<file path="src/rtl/core/cdrb_pkg.sv">
// Shared types, register offsets and masks of the cart DMA register block.
package cdrb_pkg;

   // Access kinds
   localparam logic OP_READ  = 1'b0;
   localparam logic OP_WRITE = 1'b1;

   // Register window, in words
   localparam logic [3:0] OFF_DRAM_ADDR     = 4'd0;
   localparam logic [3:0] OFF_CART_ADDR     = 4'd1;
   localparam logic [3:0] OFF_READ_LEN      = 4'd2;
   localparam logic [3:0] OFF_WRITE_LEN     = 4'd3;
   localparam logic [3:0] OFF_STATUS        = 4'd4;
   localparam logic [3:0] OFF_SCRATCH_FIRST = 4'd5;
   localparam logic [3:0] OFF_SCRATCH_LAST  = 4'd12;

   localparam int SCRATCH_DEPTH = 8;
   localparam int SCRATCH_IDX_W = $clog2(SCRATCH_DEPTH);

   // Field widths and masks
   localparam int DRAM_ADDR_W = 23;
   localparam int LEN_W       = 25;
   localparam int LEN_FIELD_W = 24;
   localparam logic [DRAM_ADDR_W-1:0] DRAM_ALIGN_MASK = 23'h7FFFFE;
   localparam logic [31:0]            CART_ALIGN_MASK = 32'hFFFFFFFE;

   // Status register bits
   localparam int STATUS_IRQ_CLEAR_BIT = 1;
   localparam int STATUS_IRQ_READ_BIT  = 3;

   typedef struct packed {
      logic        opcode;
      logic [3:0]  word_offset;
      logic [31:0] write_data;
   } req_type;

   typedef struct packed {
      logic [31:0]            read_data;
      logic                   dma_start;
      logic                   dma_to_cart;
      logic [DRAM_ADDR_W-1:0] dma_dram_address;
      logic [31:0]            dma_cart_address;
      logic [LEN_W-1:0]       dma_length;
      logic                   irq_pending;
      logic                   bad_access;
   } rsp_type;

endpackage

</file>
<file path="src/rtl/core/cdrb_if.sv">
// Valid/ready channel interfaces for bus accesses and their results.
interface cdrb_req_if import cdrb_pkg::*; ();
   logic    valid;
   logic    ready;
   req_type data;

   modport source (output valid, output data, input ready);
   modport sink   (input valid, input data, output ready);
endinterface

interface cdrb_rsp_if import cdrb_pkg::*; ();
   logic    valid;
   logic    ready;
   rsp_type data;

   modport source (output valid, output data, input ready);
   modport sink   (input valid, input data, output ready);
endinterface

</file>
<file path="src/rtl/core/cdrb_in_stage.sv">
// Input register: holds one accepted bus access until the core takes it.
module cdrb_in_stage import cdrb_pkg::*; (
   input  logic      clock,
   input  logic      reset,
   cdrb_req_if.sink  req_bus,
   input  logic      take,
   output logic      held_valid,
   output req_type   held_item
);

   logic    valid_ff, valid_in;
   req_type item_ff, item_in;

   // Accept a new transfer when empty or when the held one moves on
   assign req_bus.ready = !valid_ff || take;

   always_comb begin
      valid_in = valid_ff;
      item_in  = item_ff;
      if (req_bus.valid && req_bus.ready) begin
         valid_in = 1'b1;
         item_in  = req_bus.data;
      end else if (take) begin
         valid_in = 1'b0;
      end
   end

   always_ff @(posedge clock) begin
      if (reset) begin
         valid_ff <= 1'b0;
      end else begin
         valid_ff <= valid_in;
      end
      item_ff <= item_in;
   end

   assign held_valid = valid_ff;
   assign held_item  = item_ff;

endmodule

</file>
<file path="src/rtl/core/cdrb_core.sv">
// Register file and DMA launch logic: updates state and forms one result per access.
module cdrb_core import cdrb_pkg::*; (
   input  logic    clock,
   input  logic    reset,
   input  logic    fire,
   input  req_type item,
   output rsp_type result
);

   logic [31:0]      dram_ptr_ff, dram_ptr_in;
   logic [31:0]      cart_ptr_ff, cart_ptr_in;
   logic [LEN_W-1:0] read_len_ff, read_len_in;
   logic [LEN_W-1:0] write_len_ff, write_len_in;
   logic [7:0]       scratch_ff [SCRATCH_DEPTH];
   logic [7:0]       scratch_in [SCRATCH_DEPTH];
   logic             irq_ff, irq_in;

   logic [LEN_W-1:0]         req_len;
   logic [DRAM_ADDR_W-1:0]   dram_start;
   logic [31:0]              cart_start;
   logic [2:0]               skew;
   logic [LEN_W-1:0]         dma_len;
   logic [SCRATCH_IDX_W-1:0] scratch_idx;
   logic                     is_scratch;
   logic [3:0]               scratch_off;

   // Launch parameters, computed for every access and used on length writes
   always_comb begin
      req_len    = {1'b0, item.write_data[LEN_FIELD_W-1:0]} + LEN_W'(1);
      dram_start = dram_ptr_ff[DRAM_ADDR_W-1:0] & DRAM_ALIGN_MASK;
      cart_start = cart_ptr_ff & CART_ALIGN_MASK;
      skew       = dram_start[2:0];
      // Clamp at zero where the subtraction would wrap
      if (req_len > LEN_W'(skew)) begin
         dma_len = req_len - LEN_W'(skew);
      end else begin
         dma_len = '0;
      end
   end

   assign is_scratch  = (item.word_offset inside {[OFF_SCRATCH_FIRST:OFF_SCRATCH_LAST]});
   assign scratch_off = item.word_offset - OFF_SCRATCH_FIRST;
   assign scratch_idx = scratch_off[SCRATCH_IDX_W-1:0];

   // Decode the access: next state and result
   always_comb begin
      dram_ptr_in  = dram_ptr_ff;
      cart_ptr_in  = cart_ptr_ff;
      read_len_in  = read_len_ff;
      write_len_in = write_len_ff;
      scratch_in   = scratch_ff;
      irq_in       = irq_ff;
      result       = '0;

      if (item.opcode == OP_WRITE) begin
         case (item.word_offset)
            OFF_DRAM_ADDR: dram_ptr_in = item.write_data;
            OFF_CART_ADDR: cart_ptr_in = item.write_data;
            OFF_READ_LEN, OFF_WRITE_LEN: begin
               if (item.word_offset == OFF_READ_LEN) begin
                  read_len_in = dma_len;
               end else begin
                  write_len_in = dma_len;
               end
               dram_ptr_in             = {{(32-DRAM_ADDR_W){1'b0}}, dram_start}
                                         + {{(32-LEN_W){1'b0}}, dma_len};
               cart_ptr_in             = cart_start + {{(32-LEN_W){1'b0}}, dma_len};
               irq_in                  = 1'b1;
               result.dma_start        = 1'b1;
               result.dma_to_cart      = (item.word_offset == OFF_READ_LEN);
               result.dma_dram_address = dram_start;
               result.dma_cart_address = cart_start;
               result.dma_length       = dma_len;
            end
            OFF_STATUS: begin
               if (item.write_data[STATUS_IRQ_CLEAR_BIT]) begin
                  irq_in = 1'b0;
               end
            end
            default: begin
               if (is_scratch) begin
                  scratch_in[scratch_idx] = item.write_data[7:0];
               end else begin
                  result.bad_access = 1'b1;
               end
            end
         endcase
      end else begin
         case (item.word_offset)
            OFF_DRAM_ADDR: result.read_data = dram_ptr_ff;
            OFF_CART_ADDR: result.read_data = cart_ptr_ff;
            OFF_READ_LEN:  result.read_data = {{(32-LEN_W){1'b0}}, read_len_ff};
            OFF_WRITE_LEN: result.read_data = {{(32-LEN_W){1'b0}}, write_len_ff};
            OFF_STATUS:    result.read_data[STATUS_IRQ_READ_BIT] = irq_ff;
            default: begin
               if (is_scratch) begin
                  result.read_data = {24'd0, scratch_ff[scratch_idx]};
               end else begin
                  result.bad_access = 1'b1;
               end
            end
         endcase
      end

      result.irq_pending = irq_in;
   end

   // Commit state only when the access moves into the result register
   always_ff @(posedge clock) begin
      if (reset) begin
         dram_ptr_ff  <= '0;
         cart_ptr_ff  <= '0;
         read_len_ff  <= '0;
         write_len_ff <= '0;
         irq_ff       <= 1'b0;
         for (int i = 0; i < SCRATCH_DEPTH; i++) begin
            scratch_ff[i] <= '0;
         end
      end else if (fire) begin
         dram_ptr_ff  <= dram_ptr_in;
         cart_ptr_ff  <= cart_ptr_in;
         read_len_ff  <= read_len_in;
         write_len_ff <= write_len_in;
         irq_ff       <= irq_in;
         scratch_ff   <= scratch_in;
      end
   end

endmodule

</file>
<file path="src/rtl/core/cdrb_out_stage.sv">
// Result register: holds one finished result until the consumer takes it.
module cdrb_out_stage import cdrb_pkg::*; (
   input  logic       clock,
   input  logic       reset,
   input  logic       load,
   input  rsp_type    result,
   output logic       can_accept,
   cdrb_rsp_if.source rsp_bus
);

   logic    valid_ff, valid_in;
   rsp_type data_ff, data_in;

   // Room when empty or when the held result leaves this cycle
   assign can_accept = !valid_ff || rsp_bus.ready;

   always_comb begin
      valid_in = valid_ff;
      data_in  = data_ff;
      if (load) begin
         valid_in = 1'b1;
         data_in  = result;
      end else if (rsp_bus.ready) begin
         valid_in = 1'b0;
      end
   end

   always_ff @(posedge clock) begin
      if (reset) begin
         valid_ff <= 1'b0;
      end else begin
         valid_ff <= valid_in;
      end
      data_ff <= data_in;
   end

   assign rsp_bus.valid = valid_ff;
   assign rsp_bus.data  = data_ff;

endmodule

</file>
<file path="src/rtl/core/cart_dma_register_block.sv">
// Top level of the cart DMA register block: input register, register core, result register.
//
//  channel  | dir | handshake     | carries
//  ---------+-----+---------------+-------------------------------------------
//  req_bus  | in  | valid / ready | opcode, word_offset, write_data
//  rsp_bus  | out | valid / ready | read_data, DMA command, irq, bad_access
//
// One access per cycle sustained while rsp_bus.ready stays high; a request passes through
// the input register, then the result register.
// The register file and the DMA launch math sit combinationally between the two registers.
// Synchronous active-high reset clears both pointers, both lengths, scratch bytes and irq.
// A stalled result holds the result register; the input register still takes one
// more access, after which req_bus.ready drops until the result leaves.
module cart_dma_register_block import cdrb_pkg::*; (
   input  logic       clock,
   input  logic       reset,
   cdrb_req_if.sink   req_bus,
   cdrb_rsp_if.source rsp_bus
);

   logic    held_valid;
   req_type held_item;
   logic    out_can_accept;
   logic    advance;
   rsp_type core_result;

   // Move the held access through the core when the result register has room
   assign advance = held_valid && out_can_accept;

   cdrb_in_stage u_in_stage (
      .clock      (clock),
      .reset      (reset),
      .req_bus    (req_bus),
      .take       (advance),
      .held_valid (held_valid),
      .held_item  (held_item)
   );

   cdrb_core u_core (
      .clock  (clock),
      .reset  (reset),
      .fire   (advance),
      .item   (held_item),
      .result (core_result)
   );

   cdrb_out_stage u_out_stage (
      .clock      (clock),
      .reset      (reset),
      .load       (advance),
      .result     (core_result),
      .can_accept (out_can_accept),
      .rsp_bus    (rsp_bus)
   );

   // DMA fields stay zero unless a launch happened
   a_dma_fields_idle: assert property (@(posedge clock) disable iff (reset)
      (rsp_bus.valid && !rsp_bus.data.dma_start) |->
      (!rsp_bus.data.dma_to_cart && rsp_bus.data.dma_dram_address == '0 &&
       rsp_bus.data.dma_cart_address == '0 && rsp_bus.data.dma_length == '0))
      else $error("DMA fields set without a launch");

   // A launch always leaves the interrupt pending
   a_launch_raises_irq: assert property (@(posedge clock) disable iff (reset)
      (rsp_bus.valid && rsp_bus.data.dma_start) |-> rsp_bus.data.irq_pending)
      else $error("DMA launch without pending interrupt");

   // A bad offset never launches or returns data
   a_bad_access_quiet: assert property (@(posedge clock) disable iff (reset)
      (rsp_bus.valid && rsp_bus.data.bad_access) |->
      (!rsp_bus.data.dma_start && rsp_bus.data.read_data == '0))
      else $error("Bad access produced side effects");

   // Input stalls only while a finished result is blocked
   a_stall_cause: assert property (@(posedge clock) disable iff (reset)
      !req_bus.ready |-> (held_valid && rsp_bus.valid && !rsp_bus.ready))
      else $error("Input stalled without a blocked result");

endmodule
</file>
<file path="src/flat_wrapper.sv">
// flat-port wrapper written by rule: the top's interface ports become plain ports
module cart_dma_register_block_flat import cdrb_pkg::*;
  (clock, reset, req_bus_valid, req_bus_data, req_bus_ready, rsp_bus_valid, rsp_bus_data, rsp_bus_ready);
  cdrb_req_if req_bus_i ();
  cdrb_rsp_if rsp_bus_i ();
  input  logic clock;
  input  logic reset;
  input wire logic [$bits(req_bus_i.valid)-1:0] req_bus_valid;
  input wire logic [$bits(req_bus_i.data)-1:0] req_bus_data;
  output wire logic [$bits(req_bus_i.ready)-1:0] req_bus_ready;
  output wire logic [$bits(rsp_bus_i.valid)-1:0] rsp_bus_valid;
  output wire logic [$bits(rsp_bus_i.data)-1:0] rsp_bus_data;
  input wire logic [$bits(rsp_bus_i.ready)-1:0] rsp_bus_ready;
  assign req_bus_i.valid = req_bus_valid;
  assign req_bus_i.data = req_bus_data;
  assign req_bus_ready = req_bus_i.ready;
  assign rsp_bus_valid = rsp_bus_i.valid;
  assign rsp_bus_data = rsp_bus_i.data;
  assign rsp_bus_i.ready = rsp_bus_ready;
  cart_dma_register_block u_core (.clock(clock), .reset(reset), .req_bus(req_bus_i), .rsp_bus(rsp_bus_i));
endmodule
</file>
<file path="config.mk">
export PLATFORM = sky130hd
export DESIGN_NAME = cart_dma_register_block_flat
export DESIGN_NICKNAME = d
export VERILOG_FILES = /design/src/rtl/core/cdrb_pkg.sv /design/src/rtl/core/cdrb_if.sv /design/src/rtl/core/cdrb_in_stage.sv /design/src/rtl/core/cdrb_core.sv /design/src/rtl/core/cdrb_out_stage.sv /design/src/rtl/core/cart_dma_register_block.sv /design/src/flat_wrapper.sv
export SDC_FILE = /design/constraint.sdc
export NUM_CORES = 1
export LEC_CHECK = 0
export ABC_AREA = 0
export BUFFER_PORTS_ARGS = -buffer_cell sky130_fd_sc_hd__buf_2
export CORE_ASPECT_RATIO = 0.6
export CORE_MARGIN = 8
export CORE_UTILIZATION = 30
export CTS_BUF_LIST = sky130_fd_sc_hd__clkbuf_4 sky130_fd_sc_hd__clkbuf_8 sky130_fd_sc_hd__clkbuf_16
export DETAILED_ROUTE_END_ITERATION = 10
export GPL_TIMING_DRIVEN = 0
export PLACE_DENSITY = 0.48
export RECOVER_POWER = 100
export SLEW_MARGIN = 20
export SYNTH_ARGS = -nofsm -noshare
export SYNTH_HDL_FRONTEND = slang
export SYNTH_SLANG_ARGS = --single-unit
</file>
<file path="constraint.sdc">
create_clock -name clock -period 13 [get_ports clock]
set_input_delay 1.95 -clock clock [delete_from_list [all_inputs] [get_ports clock]]
set_output_delay 1.95 -clock clock [all_outputs]
set_load 0.02 [all_outputs]
</file>
Yosys cells after proc, flatten, opt, wreduce, memory -nomap -nowiden
Cells that the tools add are included.
- flip-flop bits (word level): 334
- add/subtract/negate cells: 5
- $lt $le $gt $ge: 5
- eq/ne operators: 4
- mux-type cells: 22
- bitwise gates (word level): 3
- reduce and logical (&&, ||, !) cells: 21
- operators by type and width (cell ; count):
    28-bit one-hot mux with 5 select lines ; 1
    32-bit one-hot mux with 2 select lines ; 2
    82-bit 2-to-1 mux ; 1
    64-bit bitwise mux ; 1
    32-bit by 25-bit adder with 32-bit output ; 1
    8-bit 2-to-1 mux ; 4
    23-bit by 25-bit adder with 26-bit output ; 1
    24-bit by 1-bit adder with 25-bit output (second input constant) ; 1
    25-bit by 3-bit greater-than comparator with 1-bit output ; 1
    25-bit 2-to-1 mux ; 1
    25-bit by 3-bit subtractor with 25-bit output ; 1
    8-bit binary-select mux with 3-bit select ; 1
    8-bit demux with 3-bit select ; 1
    3-bit one-hot mux with 5 select lines ; 1
    4-bit AND reduction ; 3
    4-bit by 2-bit equality test with 1-bit output (second input constant) ; 2
    2-bit nonzero test ; 4
    1-bit 2-to-1 mux ; 7
    3-bit AND reduction ; 2
    1-bit one-hot mux with 5 select lines ; 1
    5-bit OR reduction ; 1
    4-bit by 1-bit equality test with 1-bit output (second input constant) ; 1
    4-bit by 3-bit equality test with 1-bit output (second input constant) ; 1
    4-bit by 3-bit >= comparator with 1-bit output (second input constant) ; 1
    other kinds (13) ; 19

Logic depth before layout (Yosys ltp)
Gate-level depths: netlist (run 1).
- depth after elaboration: 7
- depth in mapped cells: 25
- depth with buffers taken out: 24

Cells and area by module
From an unflattened synthesis (run 1), not the netlist that was laid out.
- cells, all modules: 1892
- area total of the unflattened synthesis: 17581.9 µm²
- modules (own cells, without submodules) (module ; times used ; cells each ; area each (µm²)):
    cdrb_core ; 1 ; 1729 ; 12879.9
    cdrb_out_stage ; 1 ; 120 ; 3529.6
    cdrb_in_stage ; 1 ; 42 ; 1166.1
    cart_dma_register_block ; 1 ; 1 ; 6.3

Worst setup path after synthesis (run 1)
OpenSTA, ideal clock, no wires.
- path type: input-to-reg
- start point: input rsp_bus_ready
- end point: register u_core.u_core.scratch_ff[2] (netlist bit)
- setup time: 0.128 ns
- arrival time: 9.943 ns
- path slack: 2.929 ns
- stages: 8
- buffers on the path: 1
- cells stage by stage: nor2b_1 -> nor2b_1 -> nand2_1 -> or3_1 -> clkbuf_1 -> nor2_1 -> mux2i_1 -> nor2_1
- word-level cells in the longest chain between the ends: 3
- RTL lines (element ; line ; source):
    start: declaration ; flat_wrapper.sv:13 ; input wire logic [$bits(rsp_bus_i.ready)-1:0] rsp_bus_ready;
    1-bit logical OR ; cdrb_out_stage.sv:15 ; assign can_accept = !valid_ff || rsp_bus.ready;
    1-bit logical AND ; cart_dma_register_block.sv:28 ; assign advance = held_valid && out_can_accept;
    via u_core.advance ; cart_dma_register_block.sv:24 ; logic advance;
    4-bit AND reduction (no line) ; - ;
    end signal: assignment ; cdrb_core.sv:125 ; scratch_ff <= scratch_in;
    end: declaration ; cdrb_core.sv:14 ; logic [7:0] scratch_ff [SCRATCH_DEPTH];
The timed path passes the listed nets, and every way through them passes these cells.
A chain may end at the register's enable or synchronous reset.

Worst setup path after layout (run 1)
- start point: register u_core.u_in_stage.item_ff, in the netlist u_core.u_in_stage.held_item[1]
- end point: register u_core.u_core.cart_ptr_ff[31]
- word-level cells in the longest chain between the ends: 5
- RTL lines (element ; line ; source):
    start: declaration ; cdrb_in_stage.sv:12 ; req_type item_ff, item_in;
    start signal: assignment ; cdrb_in_stage.sv:34 ; item_ff <= item_in;
    24-bit by 1-bit adder with 25-bit output * ; cdrb_core.sv:29 ; req_len = {1'b0, item.write_data[LEN_FIELD_W-1:0]} + LEN_W'(1);
    25-bit by 3-bit subtractor with 25-bit output or 25-bit by 3-bit greater-than comparator with 1-bit output (tied branches) ; cdrb_core.sv:35, cdrb_core.sv:34 ;
    25-bit 2-to-1 mux * ; cdrb_core.sv:34 ; if (req_len > LEN_W'(skew)) begin
    via u_core.u_core.dma_len[1] ; cdrb_core.sv:22 ; logic [LEN_W-1:0] dma_len;
    32-bit by 25-bit adder with 32-bit output * ; cdrb_core.sv:67 ; cart_ptr_in = cart_start + {{(32-LEN_W){1'b0}}, dma_len};
    32-bit one-hot mux with 2 select lines * ; cdrb_core.sv:56 ; case (item.word_offset)
    end signal: assignment ; cdrb_core.sv:121 ; cart_ptr_ff <= cart_ptr_in;
    end: declaration ; cdrb_core.sv:11 ; logic [31:0] cart_ptr_ff, cart_ptr_in;
Mark *: on every way through the listed nets, which the timed path passes. The rest lies on a longest branch.

==> results of run 1 <==
==> metal layers <==
layer	wire [um]	vias to the layer above
met1	33510	7156
li1	-	6836
met3	7317	76
met2	24260	758
met4	1085	0
met5	0	-
==> flip-flops by register name (all words and copies together), names as in the netlist, named ones only <==
signal / flops
u_core.u_in_stage.held_item: 37
u_core.u_in_stage.held_valid: 1
u_core.u_core.dram_ptr_ff: 31
u_core.u_core.write_len_ff: 25
u_core.u_core.scratch_ff: 64
u_core.u_core.cart_ptr_ff: 32
u_core.u_core.read_len_ff: 25
u_core.u_out_stage.rsp_bus.valid: 1
u_core.u_core.irq_ff: 1
u_core.u_out_stage.rsp_bus.data: 114
==> cell usage in the layout (no fill, tap or decap), drive strengths merged, types with 11 or more instances in the layout <==
cell type    n
a21o        23
a21oi      154
a221oi      16
a22oi       41
a311oi      20
a31oi       17
and2        18
and3        68
buf         56
clkbuf     273
dfxtp      181
edfxtp     151
ha          52
inv         35
mux2i       79
nand2      200
nand3       35
nand4       11
nor2       185
nor3        40
o21ai       66
o22ai       12
or3         13
xnor2       46
xor2        27
==> through the flow <==
step	hold WS [ns]	setup WS [ns]	TNS, ns
floorplan	0.4316	2.929	0
global placement	0.4409	-2.508	-350.67
detailed placement	0.4467	5.869	0
CTS	0.4553	5.854	0
global route	0.4722	4.628	0
finish	0.4546	5.061	0
==> power by group through the flow <==
stage	clock network (mW)	registers (mW)	logic (mW)
finish	1.22	1.14	0.260
global route	1.28	1.14	0.278
CTS	1.24	1.14	0.266
detailed placement	0	1.16	0.265
global placement	0	1.17	0.257
floorplan	0	1.18	0.141
==> logic make-up (layout without fill, tap and decap cells) <==
kind of cell / after synthesis / after routing / share of synthesized area (%)
flops: 332 / 332 / 48.29
compound gates: 435 / 435 / 16.73
simple gates: 622 / 622 / 17.47
buf+inv: 155 / 384 / 3.644
other cells: 1 / 3 / 0.02220
mux: 88 / 88 / 5.858
xor+xnor: 73 / 73 / 3.784
fa+ha+maj: 55 / 55 / 4.206
==> worst reg2reg max path, stage by stage, from the launching register on <==
cell and delay (ns):
edfxtp_1 0.59, ha_1 0.36, nand4_1 0.27, nor4_1 1.01, nand3_1 0.21, o21ai_0 0.42
nand4b_1 0.20, a211oi_1 0.51, clkbuf_1 0.47, nor2_1 0.24, ha_1 0.27, inv_1 0.07
fa_1 0.18, nor2b_1 0.06, o21ai_0 0.19, a21oi_1 0.12, o21a_1 0.21, o21a_1 0.26
o2111ai_1 0.28, a21oi_1 0.16, o311ai_0 0.84, a21oi_1 0.36, and4_1 0.30, nor4_1 0.24
==> worst max-delay path by stage <==
stage / slack [ns] / start / end / cells after the start
floorplan: 2.93 / rsp_bus_ready / u_core.u_core.scratch_ff[2] / 8
global placement: -2.51 / rsp_bus_ready / u_core.u_core.scratch_ff[7] / 9
detailed placement: 5.87 / u_core.u_in_stage.held_item[1] / u_core.u_core.dram_ptr_ff[19] / 21
CTS: 5.85 / u_core.u_in_stage.held_item[1] / u_core.u_core.dram_ptr_ff[19] / 21
global route: 4.63 / u_core.u_in_stage.held_item[1] / u_core.u_core.cart_ptr_ff[31] / 23
finish: 5.06 / u_core.u_in_stage.held_item[1] / u_core.u_core.cart_ptr_ff[31] / 23
==> area by class of cell <==
type / count / area (um^2) / share of cell area [%]
timing repair buffer: 161 / 650.6 / 3.278
buffer: 124 / 496.7 / 2.503
antenna: 1 / 2.502 / 0.01261
multi-input combinational: 1275 / 8087 / 40.75
sequential: 332 / 8158 / 41.11
inverter: 31 / 116.4 / 0.5863
clock buffer: 44 / 1020 / 5.138
clock inverter: 24 / 365.4 / 1.841
tap: 759 / 949.7 / 4.785
==> results.sh, run 1 <==
export IMPL_seqPwrFrac_pct=43.6
export IMPL_fp_row_count=67
export IMPL_worst_pin_slew_ns=1.765
export IMPL_slew_headroom_pct=-18.59
export IMPL_grt_pass1_vias=13980
export IMPL_critPathSlowestCell="nor4_1"
export IMPL_ys_top_cells_by_area="edfxtp_1 (27%), dfxtp_1 (21%), mux2i_1 (4.6%), a21oi_1 (4.5%), nand2_1 (4.4%)"
export IMPL_placed_cells=2682
export IMPL_nNetsFinal=2058
export IMPL_grt_max_degree=31
export IMPL_max_stage_delay_ns=1.01
export IMPL_post_dp_cell_area_mm2=0.01878
export IMPL_use_met2_pct=25.86
export IMPL_vias=14830
export IMPL_ctsResizeCount=0
export IMPL_reg2reg_from="u_core.u_in_stage.held_item[1]"
export IMPL_firstDrtPassIters=5
export IMPL_fin_total_pwr_mw=2.617
export IMPL_status="finished, violations left"
export IMPL_ys_warn_count=0
export IMPL_portBuffers=155
export IMPL_final_util_pct=35.60
export IMPL_clock_skew_ns=0.02264
export IMPL_routed_via_density=5.389
export IMPL_synth_most_common_cell="nand2_1"
export IMPL_whs_path_depth=2
export IMPL_wire_per_inst_um=24.06
export IMPL_netlist_top_cells_count="nand2_1 (200), nor2_1 (185), dfxtp_1 (181), a21oi_1 (152), edfxtp_1 (151)"
export IMPL_cts_max_path_buffers=3
export IMPL_drive_gt1_share_pct=7.433
export IMPL_final_setup_viol_count=0
export IMPL_start_util_pct=30.31
export IMPL_rsz0062_at_grt="false"
export IMPL_worst_hold_startpoint="u_core.u_core.write_len_ff[18]"
export IMPL_fp_dieH_um=199.8
export IMPL_synth_seq_cells=332
export IMPL_arrival_ns=8.39
export IMPL_io_pins=159
export IMPL_drv_slew=87
export IMPL_coreArea_mm2=0.05575
export IMPL_crit_path_frequent_cell="a21oi_1"
export IMPL_grt_overflow=0
export IMPL_grt_first_pass_wirelength_mm=95.21
export IMPL_async_reset_ff_share_pct=0
export IMPL_clk_latency_ns=0.55
export IMPL_p_leak_nw=7.267
export IMPL_p_int_mw=1.934
export IMPL_combinationalPowerShare_pct=9.9
export IMPL_drtIter0Drc=1913
export IMPL_cp_cell_sequence="ha_1 > nand4_1 > nor4_1 > nand3_1 > o21ai_0 > nand4b_1 > a211oi_1 > clkbuf_1 > nor2_1 > ha_1 > inv_1 > fa_1 > nor2b_1 > o21ai_0 > a21oi_1 > o21a_1 > o21a_1 > o2111ai_1 > a21oi_1 > o311ai_0 > a21oi_1 > and4_1 > nor4_1"
export IMPL_grt_use_total_pct=19.79
export IMPL_drc_errors=0
export IMPL_worst_path_buf_inv=2
export IMPL_antenna_found_initial=0
export IMPL_cts_sinks=332
export IMPL_min_path_type="reg2reg"
export IMPL_r2r_slack_ns=5.06
export IMPL_numCtsBuffers=37
export IMPL_drt_wl_total_mm=66.18
export IMPL_grt_busiest_layer="met1"
export IMPL_drv_cap=6
export IMPL_cts_clk_slew_worst_paths_ns=0.07
export IMPL_power_density_mw_per_mm2=131.9
export IMPL_hold_viol_final=0
export IMPL_path_max_fanout=10
export IMPL_die_area_mm2=0.06442
export IMPL_root_buffer="clkbuf_16"
export IMPL_grt_met3_usage_pct=5.285
export IMPL_synth_top_area_cell="edfxtp_1"
export IMPL_reg2reg_to="u_core.u_core.cart_ptr_ff[31]"
export IMPL_fin_crit_ns=7.939
export IMPL_endpoint_kind="register"
export IMPL_synth_distinct_cells=87
export IMPL_synth_edff_count=151
export IMPL_dp_hpwl_mm=51.33
export IMPL_netSwitchingPower_uw=682.8
export IMPL_instances_no_fill=2751
export IMPL_hold_end="u_core.u_core.write_len_ff[18]"
export IMPL_vdd_ir_drop_max_v=0.00007544
export IMPL_critPathLaunchType="register"
export IMPL_pwr_share_clk_pct=46.5
export IMPL_ys_flop_type="dfxtp_1"
export IMPL_synth_top_cell_area_share_pct=26.84
export IMPL_syn_avg_cell_area_um2=9.594
export IMPL_cts_tree="done"
export IMPL_ys_seq_area_share_pct=48.29
export IMPL_critPathTopFamily="compound AO/OA/AOI/OAI gates"
export IMPL_area_growth_syn_to_layout_pct=17.46
export IMPL_fillers=5751
export IMPL_clock_fmax_ghz=0.1260
export IMPL_crit_type="reg2reg"
export IMPL_fin_area_mm2=0.01985
export IMPL_required_ns=13.45
export IMPL_syn_area_mm2=0.01689
export IMPL_antenna_left=0
export IMPL_grt_util_met1_pct=31.70
export IMPL_reg2reg_depth=23
export IMPL_gp_congestion=0.9503
export IMPL_violations="capacitance limit, slew limit"
export IMPL_synthCells=1761
export IMPL_htree_levels=2
export IMPL_post_cts_setup_buffers=0
export IMPL_holdBufCountCts=0
export IMPL_switching_share_pct=26.09
export IMPL_die_w_um=322.4
export IMPL_fin_crit_sh_pct=61.07
Note: power is estimated with default switching activity, not from simulation.
==> run 2, diff against run 1 <==
Settings changed: PLACE_DENSITY 0.48 to 0.5.
Clock period 13 ns to 7 ns, I/O delays scaled along.
==> results.sh, run 2 (same netlist as run 1, synthesis figures left out) <==
export IMPL_setup_ws_ns=0.4246
export IMPL_violations="capacitance limit, slew limit"
export IMPL_vdd_ir_drop_max_v=0.0001408
export IMPL_fp_dieH_um=199.8
export IMPL_fin_area_mm2=0.01987
export IMPL_nNetsFinal=2061
export IMPL_rsz0062_at_grt="false"
export IMPL_area_growth_syn_to_layout_pct=17.60
export IMPL_clk_latency_ns=0.55
export IMPL_die_area_mm2=0.06442
export IMPL_coreArea_mm2=0.05575
export IMPL_fin_crit_sh_pct=93.93
export IMPL_final_setup_viol_count=0
export IMPL_firstDrtPassIters=5
export IMPL_wire_per_inst_um=24.15
export IMPL_drv_cap=4
export IMPL_crit_path_frequent_cell="a21oi_1"
export IMPL_drt_wl_total_mm=66.49
export IMPL_vias=14840
export IMPL_met2WireLength_mm=24.63
export IMPL_top_layer="met5"
export IMPL_cp_cell_sequence="buf_4 > clkbuf_2 > xor2_1 > fa_1 > nor3_4 > and3_1 > nand4b_1 > a211oi_2 > clkbuf_1 > nor2_1 > and2_0 > fa_1 > a21o_1 > a21oi_1 > o21bai_1 > a21oi_1 > o21a_1 > o31ai_2 > a2111oi_2 > o31ai_1 > a21oi_1 > o21ai_0 > o211a_1"
export IMPL_cts_max_path_buffers=3
export IMPL_grt_overflow=0
export IMPL_worst_hold_startpoint="u_core.u_core.dram_ptr_ff[29]"
export IMPL_cp_startpoint="u_core.u_in_stage.held_item[2]"
export IMPL_grt_use_total_pct=19.68
export IMPL_die_w_um=322.4
export IMPL_final_common_cell="clkbuf_1"
export IMPL_clock_fmax_ghz=0.1521
export IMPL_fin_crit_ns=6.575
export IMPL_routed_wl_met3_mm=8.123
export IMPL_io_pins=159
export IMPL_post_dp_cell_area_mm2=0.01877
export IMPL_clock_skew_ns=0.01620
export IMPL_drv_slew=76
export IMPL_drtIter0Drc=1837
export IMPL_slew_headroom_pct=-19.41
export IMPL_place_ws_ns=-0.1828
export IMPL_critPathSlowestCell="fa_1"
export IMPL_antenna_found_initial=2
export IMPL_p_leak_nw=7.294
export IMPL_worst_path_buf_inv=3
export IMPL_start_util_pct=30.31
export IMPL_gp_congestion=0.9305
export IMPL_cts_tree="done"
export IMPL_final_util_pct=35.64
export IMPL_required_ns=7.44
export IMPL_htree_levels=2
export IMPL_critPathLaunchType="register"
export IMPL_fin_total_pwr_mw=4.786
export IMPL_grt_first_pass_wirelength_mm=94.83
export IMPL_path_max_fanout=10
export IMPL_final_cell_mix="clkbuf_1 (226), nand2_1 (200), nor2_1 (185)"
export IMPL_tns_ns=0
export IMPL_max_stage_delay_ns=0.49
export IMPL_fp_row_count=67
export IMPL_antenna_left=0
export IMPL_largest_reg_flops=114
export IMPL_hold_viol_final=0
export IMPL_endpoint_kind="register"
export IMPL_crit_type="reg2reg"
export IMPL_reg2reg_from="u_core.u_in_stage.held_item[2]"
export IMPL_wl_met1_mm=32.44
export IMPL_status="finished, violations left"
export IMPL_numCtsBuffers=38
export IMPL_grt_max_degree=31
export IMPL_dp_hpwl_mm=51.10
export IMPL_antennaDiodeCount=0
export IMPL_grt_pass1_vias=13920
export IMPL_cts_clk_slew_worst_paths_ns=0.07
export IMPL_drc_errors=0
export IMPL_drive_gt1_share_pct=7.924
export IMPL_power_density_mw_per_mm2=240.9
export IMPL_arrival_ns=7.02
export IMPL_holdBufCountCts=0
export IMPL_critPathTopFamily="compound AO/OA/AOI/OAI gates"
export IMPL_portBuffers=155
export IMPL_min_path_type="reg2reg"
export IMPL_routed_via_density=5.391
export IMPL_worst_pin_slew_ns=1.778
export IMPL_root_buffer="clkbuf_16"
export IMPL_cts_sinks=332
-- run 2: routing by layer --
| layer | vias to the layer above | track usage [%] |
|---|---|---|
| li1 | 6829 | - |
| met1 | 7152 | 30.43 |
| met2 | 753 | 25.40 |
| met3 | 106 | 7.006 |
| met4 | 2 | 4.244 |
| met5 | - | 0 |
-- run 2: final cells by class --
class / instances / area [um^2]
fillers: 5734 / 35880
flip-flops and latches: 332 / 8158
well taps: 759 / 949.7
clock inverters: 19 / 244.0
plain buffers: 124 / 499.2
clock buffers: 50 / 1106
multi-input cells: 1275 / 8130
repair buffers: 163 / 664.4
inverters: 31 / 116.4
-- run 2: what timing repair did --
item                                    CTS  global route
endpoints found under the setup margin    5            12
setup buffers                             0             2
resized for setup                         3             6
-- run 2: final timing paths --
path | slack [ns] | end | cells past startpoint
setup / recovery | 0.42 | u_core.u_core.dram_ptr_ff[25] | 23
hold / removal | 0.45 | u_core.u_core.dram_ptr_ff[29] | 2
setup reg to reg | 0.42 | u_core.u_core.dram_ptr_ff[25] | 23
hold reg to reg | 0.45 | u_core.u_core.dram_ptr_ff[29] | 2
-- run 2: stage by stage --
| stage | hold WS (ns) | instances |
|---|---|---|
| detailed placement | 0.4460 | 2682 |
| finish | 0.4547 | 2753 |
| global placement | 0.4396 | 2676 |
| floorplan | 0.4316 | 1762 |
| CTS | 0.4550 | 2751 |
| global route | 0.4685 | 2753 |
-- run 2: where the power goes --
part           internal, mW  leakage (nW)  switching (mW)
combinational         0.129          3.75           0.358
clock                  1.31         0.670           0.873
sequential             2.08          2.87          0.0362
-- run 2: tightest hold or removal path, delay by kind of cell, from the launching register on --
| kind | cells | cell delay [ns] |
|---|---|---|
| AO/OA/AOI/OAI | 1 | 0.05 |
| flip-flops | 1 | 0.31 |
| AND/OR/NAND/NOR | 1 | 0.05 |
==> run 3, diff against run 2 <==
Settings changed: CELL_PAD_IN_SITES_DETAIL_PLACEMENT from default to 1, CELL_PAD_IN_SITES_GLOBAL_PLACEMENT from default to 1, PLACE_DENSITY 0.5 to 0.6.
==> results.sh, run 3 (same netlist as run 1, synthesis figures left out) <==
export IMPL_status="finished, violations left"
export IMPL_violations="capacitance limit, slew limit"
export IMPL_drtIter0Drc=1544
export IMPL_cp_cell_sequence="buf_4 > clkbuf_2 > xor2_1 > fa_1 > nor3_4 > and3_1 > nand4b_1 > a211o_1 > buf_2 > nand2_1 > inv_1 > fa_1 > a21o_1 > a21oi_1 > o21bai_1 > a21oi_1 > o21a_1 > o31ai_1 > a2111oi_2 > o31ai_1 > a21oi_1 > o21ai_0 > o211a_1"
export IMPL_post_dp_cell_area_mm2=0.01874
export IMPL_root_buffer="clkbuf_16"
export IMPL_clk_latency_ns=0.55
export IMPL_fin_crit_ns=6.632
export IMPL_io_pins=159
export IMPL_critPathSlowestCell="a2111oi_2"
export IMPL_final_cell_mix="clkbuf_1 (222), nand2_1 (200), nor2_1 (185)"
export IMPL_grt_max_degree=32
export IMPL_fp_dieH_um=199.8
export IMPL_drv_cap=6
export IMPL_fin_crit_sh_pct=94.74
export IMPL_p_leak_nw=7.278
export IMPL_slew_headroom_pct=-34.64
export IMPL_fin_area_mm2=0.01984
export IMPL_crit_path_frequent_cell="a21oi_1"
export IMPL_die_w_um=322.4
export IMPL_drv_slew=105
export IMPL_coreArea_mm2=0.05575
export IMPL_cts_sinks=332
export IMPL_required_ns=7.43
export IMPL_htree_levels=2
export IMPL_largest_reg_flops=114
export IMPL_reg2reg_depth=23
export IMPL_vdd_ir_drop_max_v=0.0001376
export IMPL_cts_tree="done"
export IMPL_instances_no_fill=2758
export IMPL_clock_fmax_ghz=0.1508
export IMPL_cts_clk_slew_worst_paths_ns=0.06
export IMPL_vias=15030
export IMPL_worst_pin_slew_ns=2.015
export IMPL_arrival_ns=7.06
export IMPL_area_growth_syn_to_layout_pct=17.43
export IMPL_placed_cells=2681
export IMPL_drc_errors=0
export IMPL_cts_max_path_buffers=3
export IMPL_nNetsFinal=2061
export IMPL_final_common_cell="clkbuf_1"
export IMPL_clock_skew_ns=0.01880
export IMPL_portBuffers=155
export IMPL_holdBufCountCts=0
export IMPL_drive_gt1_share_pct=8.175
export IMPL_routed_via_density=5.449
export IMPL_hold_viol_final=0
export IMPL_path_max_fanout=10
export IMPL_max_stage_delay_ns=0.50
export IMPL_firstDrtPassIters=6
export IMPL_rsz0062_at_grt="false"
export IMPL_crit_type="reg2reg"
export IMPL_grt_pass1_vias=15260
export IMPL_grt_first_pass_wirelength_mm=103.8
export IMPL_wire_per_inst_um=26.04
export IMPL_grt_overflow=0
export IMPL_fp_row_count=67
export IMPL_antenna_left=0
export IMPL_power_density_mw_per_mm2=239.1
export IMPL_final_setup_viol_count=0
export IMPL_drt_wl_total_mm=71.82
export IMPL_antenna_found_initial=0
export IMPL_numCtsBuffers=38
export IMPL_grt_use_total_pct=21.64
export IMPL_endpoint_kind="register"
export IMPL_whs_path_depth=2
export IMPL_critPathLaunchType="register"
export IMPL_die_area_mm2=0.06442
export IMPL_start_util_pct=30.31
export IMPL_min_path_type="reg2reg"
export IMPL_dp_hpwl_mm=55.33
export IMPL_gp_congestion=0.9324
## run 3: cell types whose count changed in the layout (fill, tap and decap cells not counted), moves of 2 or more
cell        before  now
buf_2           46   48
clkbuf_1       226  222
clkbuf_16       41   39
clkbuf_2         2    4
clkbuf_4         7    4
clkinv_2         4    7
clkinv_4         3    5
clkinvlp_4       1    4
diode_2          0    5
o21ai_0         61   59
o21ai_1          5    7
## run 3: critical path: cells and delay by family, from the launching register on
family / cells / cell delay [ns]
buffers and inverters: 4 / 0.92
adder cells (fa/ha/maj): 2 / 0.97
XOR/XNOR: 1 / 0.27
AND/OR/NAND/NOR: 4 / 1.11
flip-flops: 1 / 0.36
AO/OA/AOI/OAI: 12 / 2.88
## run 3: what timing repair did
item,in CTS,in global routing
resized for setup,4,7
setup endpoints to repair,8,18
setup buffers,0,3
pin swaps,0,1
## run 3: area by class of cell
cell class	instances	area [um^2]
fillers	6416	35910
flip-flops and latches	332	8158
multi-input cells	1275	8132
clock buffers	44	1020
well taps	759	949.7
repair buffers	163	669.4
plain buffers	124	503.0
clock inverters	25	279.0
inverters	31	116.4
diodes	5	12.51
## run 3: routing by layer
| metal | wire length, um | vias up | GRT usage, % |
|---|---|---|---|
| met4 | 1073 | 0 | 3.815 |
| met3 | 7711 | 74 | 5.949 |
| met2 | 27080 | 611 | 29.05 |
| met5 | 0 | - | 0 |
| li1 | - | 6845 | - |
| met1 | 35960 | 7497 | 33.97 |
## run 3: per-stage QoR
step / util [%] / TNS [ns] / hold slack (ns) / total power, mW / setup WS [ns]
floorplan: - / 0 / 0.4316 / 2.445 / 0.5085
global placement: 33.41 / -433.90 / 0.4431 / 2.650 / -3.043
detailed placement: 33.62 / -1.358 / 0.4505 / 2.660 / -0.2805
CTS: 35.99 / 0 / 0.4589 / 4.788 / 0.08096
global route: 35.57 / 0 / 0.4723 / 4.896 / 0.01024
finish: 35.59 / 0 / 0.4580 / 4.744 / 0.3683
## run 3: report_power, final
group          leakage [nW]  total [mW]  internal, mW  switching [mW]
logic                  3.77       0.502         0.130           0.372
registers              2.87        2.12          2.08          0.0351
clock network         0.635        2.13          1.24           0.887
total                  7.28        4.74          3.45            1.29
## run 3: worst paths after layout
kind / startpoint / slack (ns) / end
hold / removal: u_core.u_core.write_len_ff[12] / 0.46 / u_core.u_core.write_len_ff[12]
setup reg to reg: u_core.u_in_stage.held_item[2] / 0.37 / u_core.u_core.dram_ptr_ff[25]
hold reg to reg: u_core.u_core.write_len_ff[12] / 0.46 / u_core.u_core.write_len_ff[12]
setup / recovery: u_core.u_in_stage.held_item[2] / 0.37 / u_core.u_core.dram_ptr_ff[25]
